## src/sv/rse_pkg.sv

```systemverilog
// ----------------------------------------------------------------------------
// rse_pkg
// Field widths, request, operator and status codes, and the control structs
// shared by the evaluator modules.
// ----------------------------------------------------------------------------
`default_nettype none

package rse_pkg;

  localparam int NUM_W = 32;
  localparam int REQ_W = 2;
  localparam int OP_W  = 3;
  localparam int ST_W  = 3;

  localparam logic [REQ_W-1:0] REQ_PUSH = 2'd0;
  localparam logic [REQ_W-1:0] REQ_OP   = 2'd1;
  localparam logic [REQ_W-1:0] REQ_END  = 2'd2;

  localparam logic [OP_W-1:0] OP_ADD = 3'd0;
  localparam logic [OP_W-1:0] OP_SUB = 3'd1;
  localparam logic [OP_W-1:0] OP_MUL = 3'd2;
  localparam logic [OP_W-1:0] OP_DIV = 3'd3;
  localparam logic [OP_W-1:0] OP_REM = 3'd4;

  localparam logic [ST_W-1:0] ST_OK      = 3'd0;
  localparam logic [ST_W-1:0] ST_FEW     = 3'd1;
  localparam logic [ST_W-1:0] ST_DIV0    = 3'd2;
  localparam logic [ST_W-1:0] ST_FULL    = 3'd3;
  localparam logic [ST_W-1:0] ST_NOT_ONE = 3'd4;

  typedef struct packed {
    logic push;
    logic pop;
  } cell_ctl_t;

  typedef struct packed {
    logic            start;
    logic [OP_W-1:0] op;
  } alu_cmd_t;

endpackage

`default_nettype wire

```

## src/sv/rpn_stack_evaluator_core.sv

```systemverilog
// ----------------------------------------------------------------------------
// rpn_stack_evaluator_core
// Postfix integer expression evaluator on a shifting operand stack.
// ----------------------------------------------------------------------------
// Tokens arrive on the req channel; only an end token produces a transfer on
// the rsp channel. A push, add, subtract, end, ignored or erroring token is
// handled in the cycle it is taken. Multiply, divide and remainder run in the
// shared iterative unit, one product or quotient bit per cycle, then a sign
// fix; the unit then signals done and the result is written back to the stack
// in that cycle; no token is taken while it runs. A finished result waits in
// the output register, and tokens other than end keep flowing while it waits.
// The stack is a row of STACK_DEPTH cells that shift down on push and up on
// pop, so the top two values always sit in the first two cells.
`default_nettype none

module rpn_stack_evaluator_core import rse_pkg::*; #(
  parameter int STACK_DEPTH = 64,
  parameter int VALUE_WIDTH = 32
) (
  input  logic                    clk,
  input  logic                    rst,
  input  logic                    req_valid,
  output logic                    req_ready,
  input  logic [REQ_W-1:0]        req_type,
  input  logic signed [NUM_W-1:0] number,
  input  logic [OP_W-1:0]         op_code,
  output logic                    rsp_valid,
  input  logic                    rsp_ready,
  output logic signed [NUM_W-1:0] value,
  output logic [ST_W-1:0]         status
);

  localparam int CNT_W = $clog2(STACK_DEPTH + 1);
  localparam logic S_IDLE = 1'b0;
  localparam logic S_BUSY = 1'b1;

  logic                   state;
  logic                   state_next;
  logic [CNT_W-1:0]       count;
  logic [CNT_W-1:0]       count_next;
  logic [ST_W-1:0]        err;
  logic [ST_W-1:0]        err_next;

  logic [VALUE_WIDTH-1:0] cell_data [STACK_DEPTH];
  cell_ctl_t              ctl;
  alu_cmd_t               alu_cmd;
  logic                   alu_done;
  logic [VALUE_WIDTH-1:0] alu_result;
  logic [VALUE_WIDTH-1:0] top_a;
  logic [VALUE_WIDTH-1:0] top_b;
  logic [VALUE_WIDTH-1:0] pop_value;
  logic                   req_fire;
  logic                   no_err;
  logic                   emit;

  assign top_b     = cell_data[0];
  assign top_a     = cell_data[1];
  assign no_err    = (err == ST_OK);
  assign req_ready = (state == S_IDLE) && (!rsp_valid || rsp_ready || req_type != REQ_END);
  assign req_fire  = req_valid && req_ready;
  assign pop_value = (state == S_BUSY) ? alu_result
                   : (op_code == OP_SUB) ? (top_a - top_b) : (top_a + top_b);

  genvar i;
  generate
    for (i = 0; i < STACK_DEPTH; i++) begin : g_cell
      logic [VALUE_WIDTH-1:0] prev_d;
      logic [VALUE_WIDTH-1:0] next_d;
      if (i == 0) begin : g_top
        assign prev_d = VALUE_WIDTH'(number);
        assign next_d = pop_value;
      end else if (i == STACK_DEPTH - 1) begin : g_bottom
        assign prev_d = cell_data[i-1];
        assign next_d = '0;
      end else begin : g_mid
        assign prev_d = cell_data[i-1];
        assign next_d = cell_data[i+1];
      end
      rse_cell #(.W(VALUE_WIDTH)) u_cell (
        .clk       (clk),
        .ctl       (ctl),
        .from_prev (prev_d),
        .from_next (next_d),
        .data      (cell_data[i])
      );
    end
  endgenerate

  rse_alu #(.W(VALUE_WIDTH)) u_alu (
    .clk    (clk),
    .rst    (rst),
    .cmd    (alu_cmd),
    .a      (top_a),
    .b      (top_b),
    .done   (alu_done),
    .result (alu_result)
  );

  always_comb begin
    ctl        = '0;
    alu_cmd    = '0;
    emit       = 1'b0;
    state_next = state;
    count_next = count;
    err_next   = err;
    case (state)
      S_IDLE: begin
        if (req_fire) begin
          case (req_type)
            REQ_PUSH: begin
              if (no_err) begin
                if (count == CNT_W'(STACK_DEPTH)) begin
                  err_next = ST_FULL;
                end else begin
                  ctl.push   = 1'b1;
                  count_next = count + CNT_W'(1);
                end
              end
            end
            REQ_OP: begin
              if (no_err && op_code <= OP_REM) begin
                if (count < CNT_W'(2)) begin
                  err_next = ST_FEW;
                end else begin
                  case (op_code)
                    OP_ADD, OP_SUB: begin
                      ctl.pop    = 1'b1;
                      count_next = count - CNT_W'(1);
                    end
                    OP_MUL: begin
                      alu_cmd.start = 1'b1;
                      alu_cmd.op    = op_code;
                      state_next    = S_BUSY;
                    end
                    OP_DIV, OP_REM: begin
                      if (top_b == '0) begin
                        err_next = ST_DIV0;
                      end else begin
                        alu_cmd.start = 1'b1;
                        alu_cmd.op    = op_code;
                        state_next    = S_BUSY;
                      end
                    end
                    default: ;
                  endcase
                end
              end
            end
            REQ_END: begin
              emit       = 1'b1;
              count_next = '0;
              err_next   = ST_OK;
            end
            default: ;
          endcase
        end
      end
      S_BUSY: begin
        if (alu_done) begin
          ctl.pop    = 1'b1;
          count_next = count - CNT_W'(1);
          state_next = S_IDLE;
        end
      end
      default: state_next = S_IDLE;
    endcase
  end

  always_ff @(posedge clk) begin
    if (rst) begin
      state     <= S_IDLE;
      count     <= '0;
      err       <= ST_OK;
      rsp_valid <= 1'b0;
    end else begin
      state <= state_next;
      count <= count_next;
      err   <= err_next;
      if (emit) begin
        rsp_valid <= 1'b1;
      end else if (rsp_ready) begin
        rsp_valid <= 1'b0;
      end
    end
  end

  always_ff @(posedge clk) begin
    if (emit) begin
      if (!no_err) begin
        value  <= '0;
        status <= err;
      end else if (count == CNT_W'(1)) begin
        value  <= NUM_W'(top_b);
        status <= ST_OK;
      end else begin
        value  <= '0;
        status <= ST_NOT_ONE;
      end
    end
  end

endmodule

`default_nettype wire

```

## src/sv/rse_cell.sv

```systemverilog
// ----------------------------------------------------------------------------
// rse_cell
// One operand stack entry. Takes the entry above it on a push and the entry
// below it on a pop.
// ----------------------------------------------------------------------------
`default_nettype none

module rse_cell import rse_pkg::*; #(
  parameter int W = 32
) (
  input  logic         clk,
  input  cell_ctl_t    ctl,
  input  logic [W-1:0] from_prev,
  input  logic [W-1:0] from_next,
  output logic [W-1:0] data
);

  always_ff @(posedge clk) begin
    if (ctl.push) begin
      data <= from_prev;
    end else if (ctl.pop) begin
      data <= from_next;
    end
  end

endmodule

`default_nettype wire

```

## src/sv/rse_alu.sv

```systemverilog
// ----------------------------------------------------------------------------
// rse_alu
// Iterative multiply, divide and remainder unit: shift-add multiply and
// restoring division on magnitudes, one bit per cycle, then a sign fix.
// ----------------------------------------------------------------------------
`default_nettype none

module rse_alu import rse_pkg::*; #(
  parameter int W = 32
) (
  input  logic         clk,
  input  logic         rst,
  input  alu_cmd_t     cmd,
  input  logic [W-1:0] a,
  input  logic [W-1:0] b,
  output logic         done,
  output logic [W-1:0] result
);

  localparam int CNT_W = $clog2(W + 1);

  logic             running;
  logic             finishing;
  logic [CNT_W-1:0] cnt;
  logic             is_mul;
  logic             want_rem;
  logic             neg;
  logic [W:0]       acc;
  logic [W-1:0]     sh_a;
  logic [W-1:0]     sh_b;

  logic [W-1:0] mag_a;
  logic [W-1:0] mag_b;
  logic [W:0]   rem_sh;
  logic [W:0]   diff;
  logic [W-1:0] addend;
  logic [W-1:0] mag_res;

  assign mag_a   = a[W-1] ? (~a + W'(1)) : a;
  assign mag_b   = b[W-1] ? (~b + W'(1)) : b;
  assign rem_sh  = {acc[W-1:0], sh_a[W-1]};
  assign diff    = rem_sh - {1'b0, sh_b};
  assign addend  = sh_b[0] ? sh_a : '0;
  assign mag_res = (is_mul || want_rem) ? acc[W-1:0] : sh_a;

  always_ff @(posedge clk) begin
    if (rst) begin
      running   <= 1'b0;
      finishing <= 1'b0;
      done      <= 1'b0;
    end else begin
      done <= 1'b0;
      if (cmd.start) begin
        running   <= 1'b1;
        finishing <= 1'b0;
      end else if (running && cnt == CNT_W'(1)) begin
        running   <= 1'b0;
        finishing <= 1'b1;
      end else if (finishing) begin
        finishing <= 1'b0;
        done      <= 1'b1;
      end
    end
  end

  always_ff @(posedge clk) begin
    if (cmd.start) begin
      cnt      <= CNT_W'(W);
      is_mul   <= (cmd.op == OP_MUL);
      want_rem <= (cmd.op == OP_REM);
      acc      <= '0;
      if (cmd.op == OP_MUL) begin
        sh_a <= a;
        sh_b <= b;
        neg  <= 1'b0;
      end else begin
        sh_a <= mag_a;
        sh_b <= mag_b;
        neg  <= (cmd.op == OP_REM) ? a[W-1] : (a[W-1] ^ b[W-1]);
      end
    end else if (running) begin
      cnt <= cnt - CNT_W'(1);
      if (is_mul) begin
        acc  <= {1'b0, acc[W-1:0] + addend};
        sh_a <= {sh_a[W-2:0], 1'b0};
        sh_b <= {1'b0, sh_b[W-1:1]};
      end else begin
        acc  <= diff[W] ? rem_sh : diff;
        sh_a <= {sh_a[W-2:0], ~diff[W]};
      end
    end
    if (finishing) begin
      result <= neg ? (~mag_res + W'(1)) : mag_res;
    end
  end

endmodule

`default_nettype wire

```

## config.mk

```make
export PLATFORM = sky130hd
export DESIGN_NAME = rpn_stack_evaluator_core
export DESIGN_NICKNAME = d
export VERILOG_FILES = /design/src/sv/rse_pkg.sv /design/src/sv/rpn_stack_evaluator_core.sv /design/src/sv/rse_cell.sv /design/src/sv/rse_alu.sv
export SDC_FILE = /design/constraint.sdc
export NUM_CORES = 2
export LEC_CHECK = 0
export BUFFER_PORTS_ARGS = -buffer_cell sky130_fd_sc_hd__buf_4
export CAP_MARGIN = 20
export CELL_PAD_IN_SITES_DETAIL_PLACEMENT = 2
export CELL_PAD_IN_SITES_GLOBAL_PLACEMENT = 2
export CORE_AREA = 3 3 461 645
export DETAILED_ROUTE_END_ITERATION = 10
export DIE_AREA = 0 0 464 648
export PLACE_DENSITY_LB_ADDON = 0.1
export REMOVE_ABC_BUFFERS = 1
export SLEW_MARGIN = 20
export SYNTH_ARGS = -nofsm -noshare
export SYNTH_HDL_FRONTEND = slang
export SYNTH_SLANG_ARGS = --single-unit
```

## constraint.sdc

```tcl
create_clock -name clk -period 166.1 [get_ports clk]
set_clock_uncertainty 0.2 [all_clocks]
set_input_delay 16.61 -clock clk [delete_from_list [all_inputs] [get_ports clk]]
set_output_delay 16.61 -clock clk [all_outputs]
set_load 0.01 [all_outputs]
```

==> flow_summary.yaml <==
worst_setup_path:
  end_kind: "primary output"
  required_ns: 149.29
  slowest_stage: "a31oi_1"
  arrival_ns: 17.41
  r2r_start: "count[1]"
  critPathTopFamily: "buffers and inverters"
  ff2ff_setup_slack_ns: 158.32
  rr_worst_depth: 16
  startpoint_type: "input port"
  crit_type: "input port to primary output"
  cp_max_fo: 4
  rr_endpoint: "g_cell[51].u_cell.data[24]"
  crit_buf_inv: 3
  path_cells: "buf_4 > inv_1 > ha_1 > a31oi_1 > buf_4"
  critPathMaxStageDelay_ns: 0.25
  crit_path_frequent_cell: "buf_4"
die:
  coreArea_um2: 293000
  dieArea_um2: 301000
  fp.dieW_um: 464
  io_pins: 78
  floorplan.rows: 235
  die_h_um: 648
  initial_core_util_pct: 34.9
outcome:
  status: "completed"
power:
  finalPower_mw: 1.34
  peakVddDrop_v: 0.0000117
  power_density_nw_per_um2: 11.8
  p_leak_nw: 46.7
drt:
  wirelength_um: 242000
  drc: 0
  drtAntennaViolNets: 0
  drt-pass1-iter-count: 5
  drt_iter0_drc: 3915
  via_per_inst: 4.84
  routedWlPerCell_um: 16.8
  vias: 69800
logic_synthesis:
  syn_area_um2: 102000
  ys.flop_type: "edfxtp_1"
  synth_edf_count: 2182
  yosys_warnings: 0
  syn_area_per_cell_um2: 9.75
  synthCells: 10500
  synth-async-reset-ratio_pct: 0
  yosysUniqueCellTypes: 78
  ys_seq_area_share_pct: 65.3
  synth_seq_cells: 2234
timing:
  hold_violations: 0
  setup_viol_count_final: 0
  tightest_slew_ns: 1.16
  final.min_clock_period_ns: 34.22
  fmax_ghz: 0.0292
  drv_slew: 0
  fin_tns_setup_ns: 0
  timing.slew.headroom_pct: 22.4
  rsz0062_at_grt: "false"
  period_share_pct: 20.6
layout:
  mostFrequentLayoutCell: "nand2_1"
  drive_gt1_share_pct: 5.02
  final_cell_mix: "nand2_1, edfxtp_1, clkbuf_16, nor2_1, o21ai_0"
  final_cells: 14400
  stdcell_area_um2: 114000
  nets: 10500
  syn2layout_area_growth_pct: 11.5
  nFillCells: 31500
placed_design:
  gp_congestion: 0.835
  hpwl_um: 152000
  dpl-instance-area_um2: 106000
  place_inst: 14000
  io_buffers: 77
clocking:
  ctsRootBufferMaster: "clkbuf_16"
  cts_tree: "built"
  clk_latency_ns: 0.90
  clk_path_buf_depth: 4
  postCtsHoldBufs: 0
  clock_sinks: 2234
  cts_buffers: 245
  cts_setup_buffers: 0
  clk_pin_slew_ns: 0.06
  cts_resized: 0
  h-tree-depth: 4
global_route:
  grtUsageMet3_pct: 2.06
  grt_use_total_pct: 15.9
  met2_usage_pct: 28.2
  grt_pass1_vias: 76300
  grt_pass1_wl_um: 406000
  grt_util_met1_pct: 20.1
  busiest_layer: "met2"
  grt_max_degree: 242
  antenna_found_initial: 1
  gr-total-overflow: 0
min_path:
  whs_path_depth: 2
  holdCritStartpoint: "u_alu.cnt[5]"
  holdPathEnd: "u_alu.cnt[5]"
  hold_path.class: "flop to flop"
job:
  maxCapViolCount: 0
-- tightest hold or removal path, delay by kind of cell (launching register included) --
kind	cells	cell delay [ns]
AND/OR/NAND/NOR	1	0.06
flip-flops	1	0.35
XOR/XNOR	1	0.07
-- worst max-delay path by stage --
| stage | cells after the start | slack (ns) | to | from |
|---|---|---|---|---|
| final | 5 | 131.88 | req_ready | req_type[0] |
| after CTS | 5 | 131.88 | req_ready | req_type[0] |
| after global routing | 5 | 131.81 | req_ready | req_type[0] |
| after detailed placement | 5 | 131.88 | req_ready | req_type[0] |
| after floorplan | 6 | -0.01 | g_cell[0].u_cell.data[1] | req_type[0] |
| after global placement | 5 | 131.82 | req_ready | req_type[0] |
-- sequential cells by signal, indices dropped and copies added, names as in the netlist --
name / flops
u_alu.running: 1
status: 3
u_alu.sh_a: 32
g_cell.u_cell.data: 2048
u_alu.neg: 1
u_alu.done: 1
u_alu.finishing: 1
u_alu.cnt: 6
u_alu.sh_b: 32
u_alu.is_mul: 1
u_alu.acc: 32
u_alu.want_rem: 1
rsp_valid: 1
value: 32
u_alu.result: 32
count: 7
state: 1
err: 2
-- final cells by class --
class	instances	area (um^2)	share of cell area, %
Sequential cell	2234	66600	58.6
Multi-Input combinational cell	7593	33100	29.1
Clock buffer	318	6480	5.70
Tap cell	3910	4890	4.30
Timing Repair Buffer	166	1500	1.32
Clock inverter	125	846	0.744
Inverter	84	315	0.277
Antenna cell	2	5.00	0.00440
-- metrics by stage --
| stage | utilization, % | hold WS (ns) | worst slack [ns] |
|---|---|---|---|
| after floorplan | - | 0.260 | -0.0101 |
| after global placement | 36.3 | 0.285 | 131.82 |
| after detailed placement | 36.3 | 0.293 | 131.88 |
| after CTS | 38.8 | 0.312 | 131.88 |
| after global routing | 38.9 | 0.336 | 131.81 |
| final | 38.9 | 0.309 | 131.88 |
-- where the power goes --
part / internal [mW] / switching, mW
combinational: 0.0550 / 0.0980
sequential: 0.653 / 0.0184
clock: 0.288 / 0.230
total: 0.996 / 0.346
-- logic make-up after synthesis --
family	share of synthesized area, %
DFF	65.3
buffers and inverters	2.35
muxes	0.607
xor gates and xnor gates	1.74
and+or+nand+nor	25.3
adders and majority gates	1.37
AOI/OAI and AO/OA	3.39
-- synthesized netlist by cell type, types with 17 or more instances --
| master | count | area [um^2] |
|---|---|---|
| o211ai_1 | 17 | 128 |
| mux2i_1 | 54 | 541 |
| nor2_1 | 179 | 672 |
| a21o_1 | 41 | 308 |
| a21oi_1 | 162 | 811 |
| nand3_1 | 28 | 140 |
| buf_1 | 26 | 97.6 |
| nor3_1 | 48 | 240 |
| xnor2_1 | 111 | 972 |
| ha_1 | 107 | 1340 |
| and2_1 | 102 | 638 |
| clkbuf_1 | 501 | 1880 |
| inv_1 | 82 | 308 |
| o31ai_1 | 19 | 143 |
| nor2b_1 | 17 | 106 |
| edfxtp_1 | 2182 | 65500 |
| xor2_1 | 92 | 806 |
| nand2b_1 | 19 | 119 |
| dfxtp_1 | 52 | 1040 |
| nand2_1 | 6174 | 23200 |
| a31oi_1 | 21 | 131 |
| a211oi_1 | 28 | 210 |
| o21ai_0 | 166 | 831 |
-- routing by layer --
metal / wire, um / vias up / part of all wire [%]
met3: 6350 / 395 / 2.6
li1: - / 34100 / -
met4: 7010 / 0 / 2.9
met5: 0 / - / 0
met2: 120000 / 571 / 50
met1: 109000 / 34700 / 45
Power figures use the tool's default switching activity.
